--- config.mk ---
export PLATFORM = sky130hd
export DESIGN_NAME = ests_ctrl
export DESIGN_NICKNAME = d
export VERILOG_FILES = /design/src/rtl/ests_pkg.sv /design/src/rtl/ests_ctrl.sv
export SDC_FILE = /design/constraint.sdc
export NUM_CORES = 1
export LEC_CHECK = 0
export BUFFER_PORTS_ARGS = -buffer_cell sky130_fd_sc_hd__buf_4
export CORE_AREA = 2 2 39 41
export DETAILED_ROUTE_END_ITERATION = 8
export DIE_AREA = 0 0 41 43
export GPL_TIMING_DRIVEN = 0
export PLACE_DENSITY = 0.5
export SYNTH_ARGS = -nofsm -noshare
export SYNTH_HDL_FRONTEND = slang
export SYNTH_SLANG_ARGS = --single-unit
--- constraint.sdc ---
create_clock -name clk -period 0.9 [get_ports clk]
set_input_delay 0.045 -clock clk [delete_from_list [all_inputs] [get_ports clk]]
set_output_delay 0.045 -clock clk [all_outputs]
set_load 0.03 [all_outputs]
--- src/rtl/ests_pkg.sv ---
`default_nettype none
// ----------------------------------------------------------------------------
// ests_pkg: shared types and codes of the execution segment trace table
// Operation and status codes, table entry layout, and the command and status
// groups between controller and datapath.
// ----------------------------------------------------------------------------
package ests_pkg;

  localparam int unsigned MAX_SEGMENTS_DEF = 256;

  localparam int unsigned OP_W     = 2;
  localparam int unsigned PROC_W   = 8;
  localparam int unsigned TIME_W   = 16;
  localparam int unsigned STATUS_W = 2;
  localparam int unsigned SCOUNT_W = 9;

  localparam logic [OP_W-1:0] OP_ADD    = 2'd0;
  localparam logic [OP_W-1:0] OP_LOOKUP = 2'd1;
  localparam logic [OP_W-1:0] OP_CLEAR  = 2'd2;

  localparam logic [STATUS_W-1:0] ST_DONE   = 2'd0;
  localparam logic [STATUS_W-1:0] ST_MERGED = 2'd1;
  localparam logic [STATUS_W-1:0] ST_EMPTY  = 2'd2;
  localparam logic [STATUS_W-1:0] ST_FULL   = 2'd3;

  typedef struct packed {
    logic [PROC_W-1:0] proc;
    logic [TIME_W-1:0] start;
    logic [TIME_W-1:0] stop;
  } entry_t;

  typedef struct packed {
    logic load_in;
    logic exec_upd;
    logic srch_init;
    logic rd_issue;
    logic narrow;
    logic set_hit;
    logic load_res;
  } cmd_t;

  typedef struct packed {
    logic is_lookup;
    logic range_open;
    logic hit;
  } sts_t;

endpackage
`default_nettype wire

--- src/rtl/ests_ctrl.sv ---
`default_nettype none
// ----------------------------------------------------------------------------
// ests_ctrl: sequencer of the execution segment trace table
// Steps one transfer at a time through update or binary search and hands the
// result to the output register.
// ----------------------------------------------------------------------------
module ests_ctrl (
  input  wire logic          clk,
  input  wire logic          rst,
  input  wire logic          in_valid,
  output      logic          in_ready,
  output      logic          out_valid,
  input  wire logic          out_ready,
  input  wire ests_pkg::sts_t sts,
  output      ests_pkg::cmd_t cmd
);

  typedef enum logic [2:0] {
    S_IDLE,
    S_EXEC,
    S_SRCH,
    S_CMP,
    S_FINISH
  } state_t;

  state_t state;
  state_t state_next;

  always_comb begin
    cmd        = '0;
    state_next = state;
    in_ready   = 1'b0;
    unique case (state)
      S_IDLE: begin
        in_ready = 1'b1;
        if (in_valid) begin
          cmd.load_in = 1'b1;
          state_next  = S_EXEC;
        end
      end
      S_EXEC: begin
        if (sts.is_lookup) begin
          cmd.srch_init = 1'b1;
          state_next    = S_SRCH;
        end else begin
          cmd.exec_upd = 1'b1;
          state_next   = S_FINISH;
        end
      end
      S_SRCH: begin
        if (sts.range_open) begin
          cmd.rd_issue = 1'b1;
          state_next   = S_CMP;
        end else begin
          state_next = S_FINISH;
        end
      end
      S_CMP: begin
        if (sts.hit) begin
          cmd.set_hit = 1'b1;
          state_next  = S_FINISH;
        end else begin
          cmd.narrow = 1'b1;
          state_next = S_SRCH;
        end
      end
      S_FINISH: begin
        if (!out_valid || out_ready) begin
          cmd.load_res = 1'b1;
          state_next   = S_IDLE;
        end
      end
      default: begin
        state_next = S_IDLE;
      end
    endcase
  end

  always_ff @(posedge clk) begin
    if (rst) begin
      state     <= S_IDLE;
      out_valid <= 1'b0;
    end else begin
      state <= state_next;
      if (cmd.load_res) begin
        out_valid <= 1'b1;
      end else if (out_ready) begin
        out_valid <= 1'b0;
      end
    end
  end

  a_accept_starts: assert property (@(posedge clk) disable iff (rst)
    (in_valid && in_ready) |=> (state == S_EXEC))
    else $error("accepted transfer did not start execution");

  a_load_free: assert property (@(posedge clk) disable iff (rst)
    cmd.load_res |-> (!out_valid || out_ready))
    else $error("result loaded over an untaken result");

  a_read_in_range: assert property (@(posedge clk) disable iff (rst)
    cmd.rd_issue |-> sts.range_open)
    else $error("probe issued on an empty search range");

  a_probe_then_cmp: assert property (@(posedge clk) disable iff (rst)
    cmd.rd_issue |=> (state == S_CMP))
    else $error("probe not followed by compare");

endmodule
`default_nettype wire

==> results_dict.tcl, run 1 <==
set metrics [dict create \
    grt_max_degree 11 \
    layout-drive-gt1-share_pct 74.5 \
    ant_nets 0 \
    fp.dieArea_mm2 0.00176 \
    n_antenna_cell 0 \
    io_buffers 15 \
    grt_pass1_wl_um 1060 \
    start_kind "flop" \
    syn_inst 28 \
    die_h_um 43 \
    layout.nets 60 \
    power_uw 631 \
    detail_route.wl_per_cell_um 11.0 \
    grt_pass1_vias 282 \
    clkLatencyLatePin_ns 0.23 \
    route.detailed.drc 0 \
    fin_crit_ns 1.19 \
    hpwl_um 487 \
    syn_area_per_cell_um2 9.56 \
    crit_type "flop to output pin" \
    antenna_found_initial 0 \
    cts_buffer_depth 2 \
    first_pass_iters 2 \
    leakagePower_uw 0.000230 \
    place_ws_ns -0.265 \
    wirelength_um 735 \
    drt_iter0_drc 1 \
    rsz0062_at_grt "true" \
    setup_viol 11 \
    fin_ws_ns -0.294 \
    fin_hold_ws_ns 0.0426 \
    fin_crit_sh_pct 133 \
    synthToLayoutAreaGrowth_pct 95.3 \
    drv.max_cap_violation_count 0 \
    vias 306 \
    synth_cell_types 21 \
    synth-seq-area-share_pct 29.9 \
    worstPathRequired_ns 0.85 \
    cts_tree "built" \
    cp-end-kind "output pin" \
    relSlewSlack_pct 85.1 \
    worst_pin_slew_ns 0.222 \
    clock-skew-final_ns 0.00252 \
    syn_area_um2 268 \
    cts-buffers-inserted 3 \
    viasPerCell 4.57 \
    cp_data_arrival_time_ns 1.15 \
    gr-total-overflow 0 \
    pwr_density_cell_mw_per_mm2 1210 \
    core_mm2 0.00138 \
    die_w_um 41 \
    tns_ns -2.39 \
    ys_ff_latch 4 \
    finalNonFillerCells 67 \
    dp.cells 59 \
    num_rows 14 \
    grtUsageTotal_pct 8.93 \
    gp_congestion 0.651 \
    cts.sinks 4 \
    synthesis.nets 35 \
    final_max_slew_viol_count 0 \
    irDropWorstVdd_mv 0.366 \
    clkTransAtPathRegs_ns 0.04 \
    cts_root_buf "clkbuf_4" \
    hold_class "input port to flop" \
    cts_htree_levels 1 \
    violations "negative setup slack" \
    yosys_warnings 0 \
    worst-path-max-fanout 5 \
    boundaryPins 16 \
    start_util_pct 19.3 \
    status "complete, but fails checks" \
    hold_viol_final 0 \
    fmax_mhz 837 \
]
[worst paths after layout]
path / start / cells past startpoint / endpoint / slack (ns)
hold reg to reg: out_valid / 2 / out_valid / 0.50
setup / recovery: state[1] / 3 / cmd[5] / -0.29
setup reg to reg: state[1] / 5 / state[2] / -0.16
hold / removal: in_valid / 3 / state[0] / 0.04
[power by group]
part / internal, uW / total [uW] / switching [uW]
clock: 149 / 224 / 74.4
sequential: 186 / 203 / 17.0
combinational: 110 / 204 / 94.1
total: 446 / 631 / 186
[layer usage]
metal  share of wire (%)  vias to the layer above  GRT usage [%]
met2                  48                       13           12.8
met5                   0                        -              0
li1                    -                      151              -
met1                  45                      142           10.3
met3                 6.9                        0           2.09
met4                   0                        0           8.00
[what timing repair did]
item / 4_1_cts / 5_1_grt
hold buffers: 1 / 0
endpoints found under the setup margin: 12 / 11
pin swaps: 1 / 4
resized for setup: 11 / 3
cloned: 0 / 1
buffers inserted: 0 / 3
hold endpoints to repair: 3 / 0
[flip-flops by register name, indices dropped and copies added, names as in the netlist]
register   cells
state          3
out_valid      1
[synth_stat cells]
cell type / n / area [um2]
nor2_1: 2 / 7.51
nand2b_1: 1 / 6.26
and3_2: 1 / 7.51
nand3b_1: 1 / 7.51
a21oi_1: 3 / 15.0
and2_1: 1 / 6.26
nand2_1: 1 / 3.75
nor2_2: 1 / 6.26
and4bb_1: 2 / 25.0
nor3_1: 1 / 5.00
dfxtp_1: 4 / 80.1
and3_1: 1 / 6.26
a21oi_2: 1 / 8.76
inv_1: 1 / 3.75
and4bb_4: 1 / 16.3
buf_6: 1 / 11.3
nor3b_1: 1 / 7.51
nor4b_4: 1 / 23.8
nor2b_1: 1 / 6.26
a31oi_1: 1 / 6.26
o21bai_1: 1 / 7.51
[logic make-up after synthesis]
kind of cell	count (synthesis)	share of synthesized area [%]
AOI/OAI and AO/OA	6	14.0
buffers and inverters	2	5.61
DFF	4	29.9
and+or+nand+nor	16	50.5
[cell usage in the layout (no fill, tap or decap), types with 2 or more instances in the layout]
master	n
and3_2	2
clkbuf_4	3
dfxtp_4	2
a21oi_1	2
dfxtp_2	2
buf_4	12
buf_6	8
nor2_1	2
a21oi_2	2
[cell type report]
type / count / area, um2
Buffer: 1 / 11.3
Clock buffer: 3 / 22.5
Fill cell: 150 / 861
Inverter: 1 / 3.75
Multi-Input combinational cell: 22 / 196
Sequential cell: 4 / 90.1
Tap cell: 16 / 20.0
Timing Repair Buffer: 20 / 179
[critical path: stages (launching register included)]
cell	delay, ns
dfxtp_2	0.31
buf_6	0.13
nor4b_4	0.27
buf_4	0.20
[through the flow]
stage / util (%) / instance area [um2]
final: 37.8 / 523
after global routing: 37.8 / 523
after CTS: 35.3 / 488
after detailed placement: 30.2 / 418
after global placement: 30.2 / 418
after floorplan: - / 285
Note: power is estimated with default switching activity, not from simulation.
==> inputs of run 2 (changes only) <==
--- a/config.mk
+++ b/config.mk
@@ -5,12 +5,13 @@
 export SDC_FILE = /design/constraint.sdc
 export NUM_CORES = 1
 export LEC_CHECK = 0
+export ABC_AREA = 1
 export BUFFER_PORTS_ARGS = -buffer_cell sky130_fd_sc_hd__buf_4
 export CORE_AREA = 2 2 39 41
 export DETAILED_ROUTE_END_ITERATION = 8
 export DIE_AREA = 0 0 41 43
 export GPL_TIMING_DRIVEN = 0
-export PLACE_DENSITY = 0.5
+export PLACE_DENSITY = 0.49
 export SYNTH_ARGS = -nofsm -noshare
 export SYNTH_HDL_FRONTEND = slang
 export SYNTH_SLANG_ARGS = --single-unit
==> run 2 against run 1 <==
Largest cell class is now buffers; maximum frequency is 6.1% higher; critical path depth is 2 higher; via count is 14% higher; register-to-register slack better by 0.02 ns; count of clock-buffer cells in the layout is 1 higher; sequential share of layout area is 0.77 points lower; combinational power is 100% higher; the run still ends with negative setup slack left; global-route usage is 1.4 points higher; final cell count is 30% higher; critical endpoint is now cmd[3].
==> results_dict.tcl, run 2 <==
set metrics [dict create \
    syn_area_um2 264 \
    wirelength_um 693 \
    yosysTopAreaCellShare_pct 30.3 \
    core_mm2 0.00138 \
    cts-buffers-inserted 3 \
    fin_crit_ns 1.13 \
    crit_type "flop to output pin" \
    hold_viol_final 0 \
    violations "negative setup slack" \
    met1_usage_pct 11.0 \
    irDropWorstVdd_mv 0.533 \
    rsz0062_at_grt "true" \
    leakagePower_uw 0.000322 \
    die_h_um 43 \
    cp_data_arrival_time_ns 1.08 \
    critPathMaxStageDelay_ns 0.37 \
    gp_congestion 0.680 \
    crit_chain "inv_4 -> nor2_4 -> nand3_2 -> inv_2 -> buf_6" \
    final_cell_mix "13 x buf_4, 12 x inv_1, 9 x buf_6" \
    drv.max_cap_violation_count 0 \
    synth_area_leaders "dfxtp_1 30%, inv_1 24%, nand3_1 11%" \
    met3_usage_pct 6.28 \
    largest-register "state" \
    r2r_start "state[0]" \
    largest_registers "state: 3 flops, out_valid: 1 flops" \
    cpLargestDelayFamily "flip-flops" \
    synthesis.nets 51 \
    fin_ws_ns -0.226 \
    layout_commonest_cell "buf_4" \
    place_ws_ns -0.147 \
    n_antenna_cell 0 \
    combPwrFrac_pct 47.3 \
    layout-drive-gt1-share_pct 60.6 \
    grtUsageMet2_pct 15.0 \
    gr-total-overflow 0 \
    final_max_slew_viol_count 0 \
    syn_inst 44 \
    fin_crit_sh_pct 125 \
    antenna_found_initial 0 \
    fin_hold_ws_ns 0.0876 \
    vias 349 \
    pwr_density_cell_mw_per_mm2 1530 \
    hold_class "input port to flop" \
    cts_htree_levels 1 \
    layout.nets 79 \
    critPathLaunch "state[1]" \
    fmax_mhz 888 \
    detail_route.wl_per_cell_um 7.97 \
    yosys_warnings 0 \
    fp.dieArea_mm2 0.00176 \
    hp-start "out_ready" \
    start_kind "flop" \
    tns_ns -1.81 \
    die_w_um 41 \
    synth_area_leader_cell "dfxtp_1" \
    worstPathRequired_ns 0.85 \
    clkLatencyLatePin_ns 0.24 \
    grt_pass1_wl_um 1170 \
    setup_viol 11 \
    cts_root_buf "clkbuf_4" \
    synth_cell_types 10 \
    boundaryPins 16 \
    largest_reg_flops 3 \
    first_pass_iters 2 \
    swShare_pct 35.1 \
    cts_buffer_depth 2 \
    clkPwrFrac_pct 27.6 \
    worst-path-max-fanout 4 \
    grt_pass1_vias 302 \
    cts.sinks 4 \
    synthToLayoutAreaGrowth_pct 119 \
    viasPerCell 4.01 \
    grtUsageTotal_pct 10.4 \
    crit_buf_inv 3 \
    p_seq_share_pct 25.1 \
    io_buffers 15 \
    synthArstFlopShare_pct 0 \
    hpwl_um 521 \
    clkTransAtPathRegs_ns 0.04 \
    crit_slowest_cell "dfxtp_4" \
    synth_most_common_cell "inv_1" \
    worst_pin_slew_ns 0.160 \
    cts_tree "built" \
    power_uw 883 \
    ys_top_cells_by_count "17 x inv_1, 7 x nor2_1, 6 x nand3_1" \
    status "complete, but fails checks" \
    drt_iter0_drc 3 \
    ys_ff_latch 4 \
    relSlewSlack_pct 89.3 \
    synthFlopType "dfxtp_1" \
    clock-skew-final_ns 0.00837 \
    internal-power_uw 573 \
    grt-busiest-layer "met2" \
    ant_nets 0 \
    synth-seq-area-share_pct 30.3 \
    synth_edf_count 0 \
    cp-end-kind "output pin" \
    grt_max_degree 5 \
    start_util_pct 19.1 \
    p_sw_uw 310 \
    num_rows 14 \
    route.detailed.drc 0 \
    syn_area_per_cell_um2 6.00 \
]
[run 2: changes by cell type in the layout (fill, tap and decap cells not counted), moves of 2 or more]
cell     delta
nand4_1     +3
inv_2       +3
inv_1      +12
dfxtp_2     -2
nand3_2     +5
dfxtp_4     +2
nor2_4      +2
nor2_1      +3
and3_2      -2
nand2_1     +2
a21oi_2     -2
[run 2: what timing repair did]
item,4_1_cts,5_1_grt
endpoints found under the setup margin,11,11
pin swaps,7,5
hold endpoints to repair,3,0
setup buffers,5,2
gates resized for setup,17,7
hold buffers,1,0
[run 2: area by class of cell]
type / count / area, um2
Inverter: 17 / 66.3
Multi-Input combinational cell: 23 / 161
Sequential cell: 4 / 95.1
Fill cell: 147 / 806
Tap cell: 16 / 20.0
Timing Repair Buffer: 23 / 209
Clock buffer: 4 / 26.3
[run 2: cell families after synthesis]
family                 Yosys count  share of synthesized area [%]
AOI/OAI and AO/OA                1                           1.89
buffers and inverters           17                           24.2
DFF                              4                           30.3
and+or+nand+nor                 22                           43.6
[run 2: through the flow]
stage,area [um2],instances,utilization (%)
after detailed placement,417,75,30.1
after global routing,578,87,41.8
final,578,87,41.8
after floorplan,284,44,-
after global placement,417,75,30.1
after CTS,544,85,39.3
[run 2: power by group through the flow]
stage               clock [uW]  sequential [uW]  combinational (uW)
floorplan                    0              227                 182
global placement             0              226                 281
detailed placement           0              226                 280
CTS                        254              222                 402
global route               279              225                 453
finish                     244              222                 418
[run 2: routing by layer]
layer	wire (um)	vias up
met4	0	0
li1	-	186
met1	287	157
met3	27	0
met2	379	6
met5	0	-
[run 2: path summary, 6_finish.rpt]
| kind | end | slack (ns) | cells after the start |
|---|---|---|---|
| max | cmd[3] | -0.23 | 5 |
| min | out_valid | 0.09 | 4 |
| max reg2reg | state[0] | -0.14 | 6 |
| min reg2reg | out_valid | 0.54 | 2 |
[run 2: worst reg2reg max path: stages, from the launching register on]
cell and delay [ns]:
dfxtp_4 0.35, nor3_4 0.20, buf_4 0.15, buf_6 0.08, nand2_1 0.03, nand3b_1 0.08
nor2_1 0.04
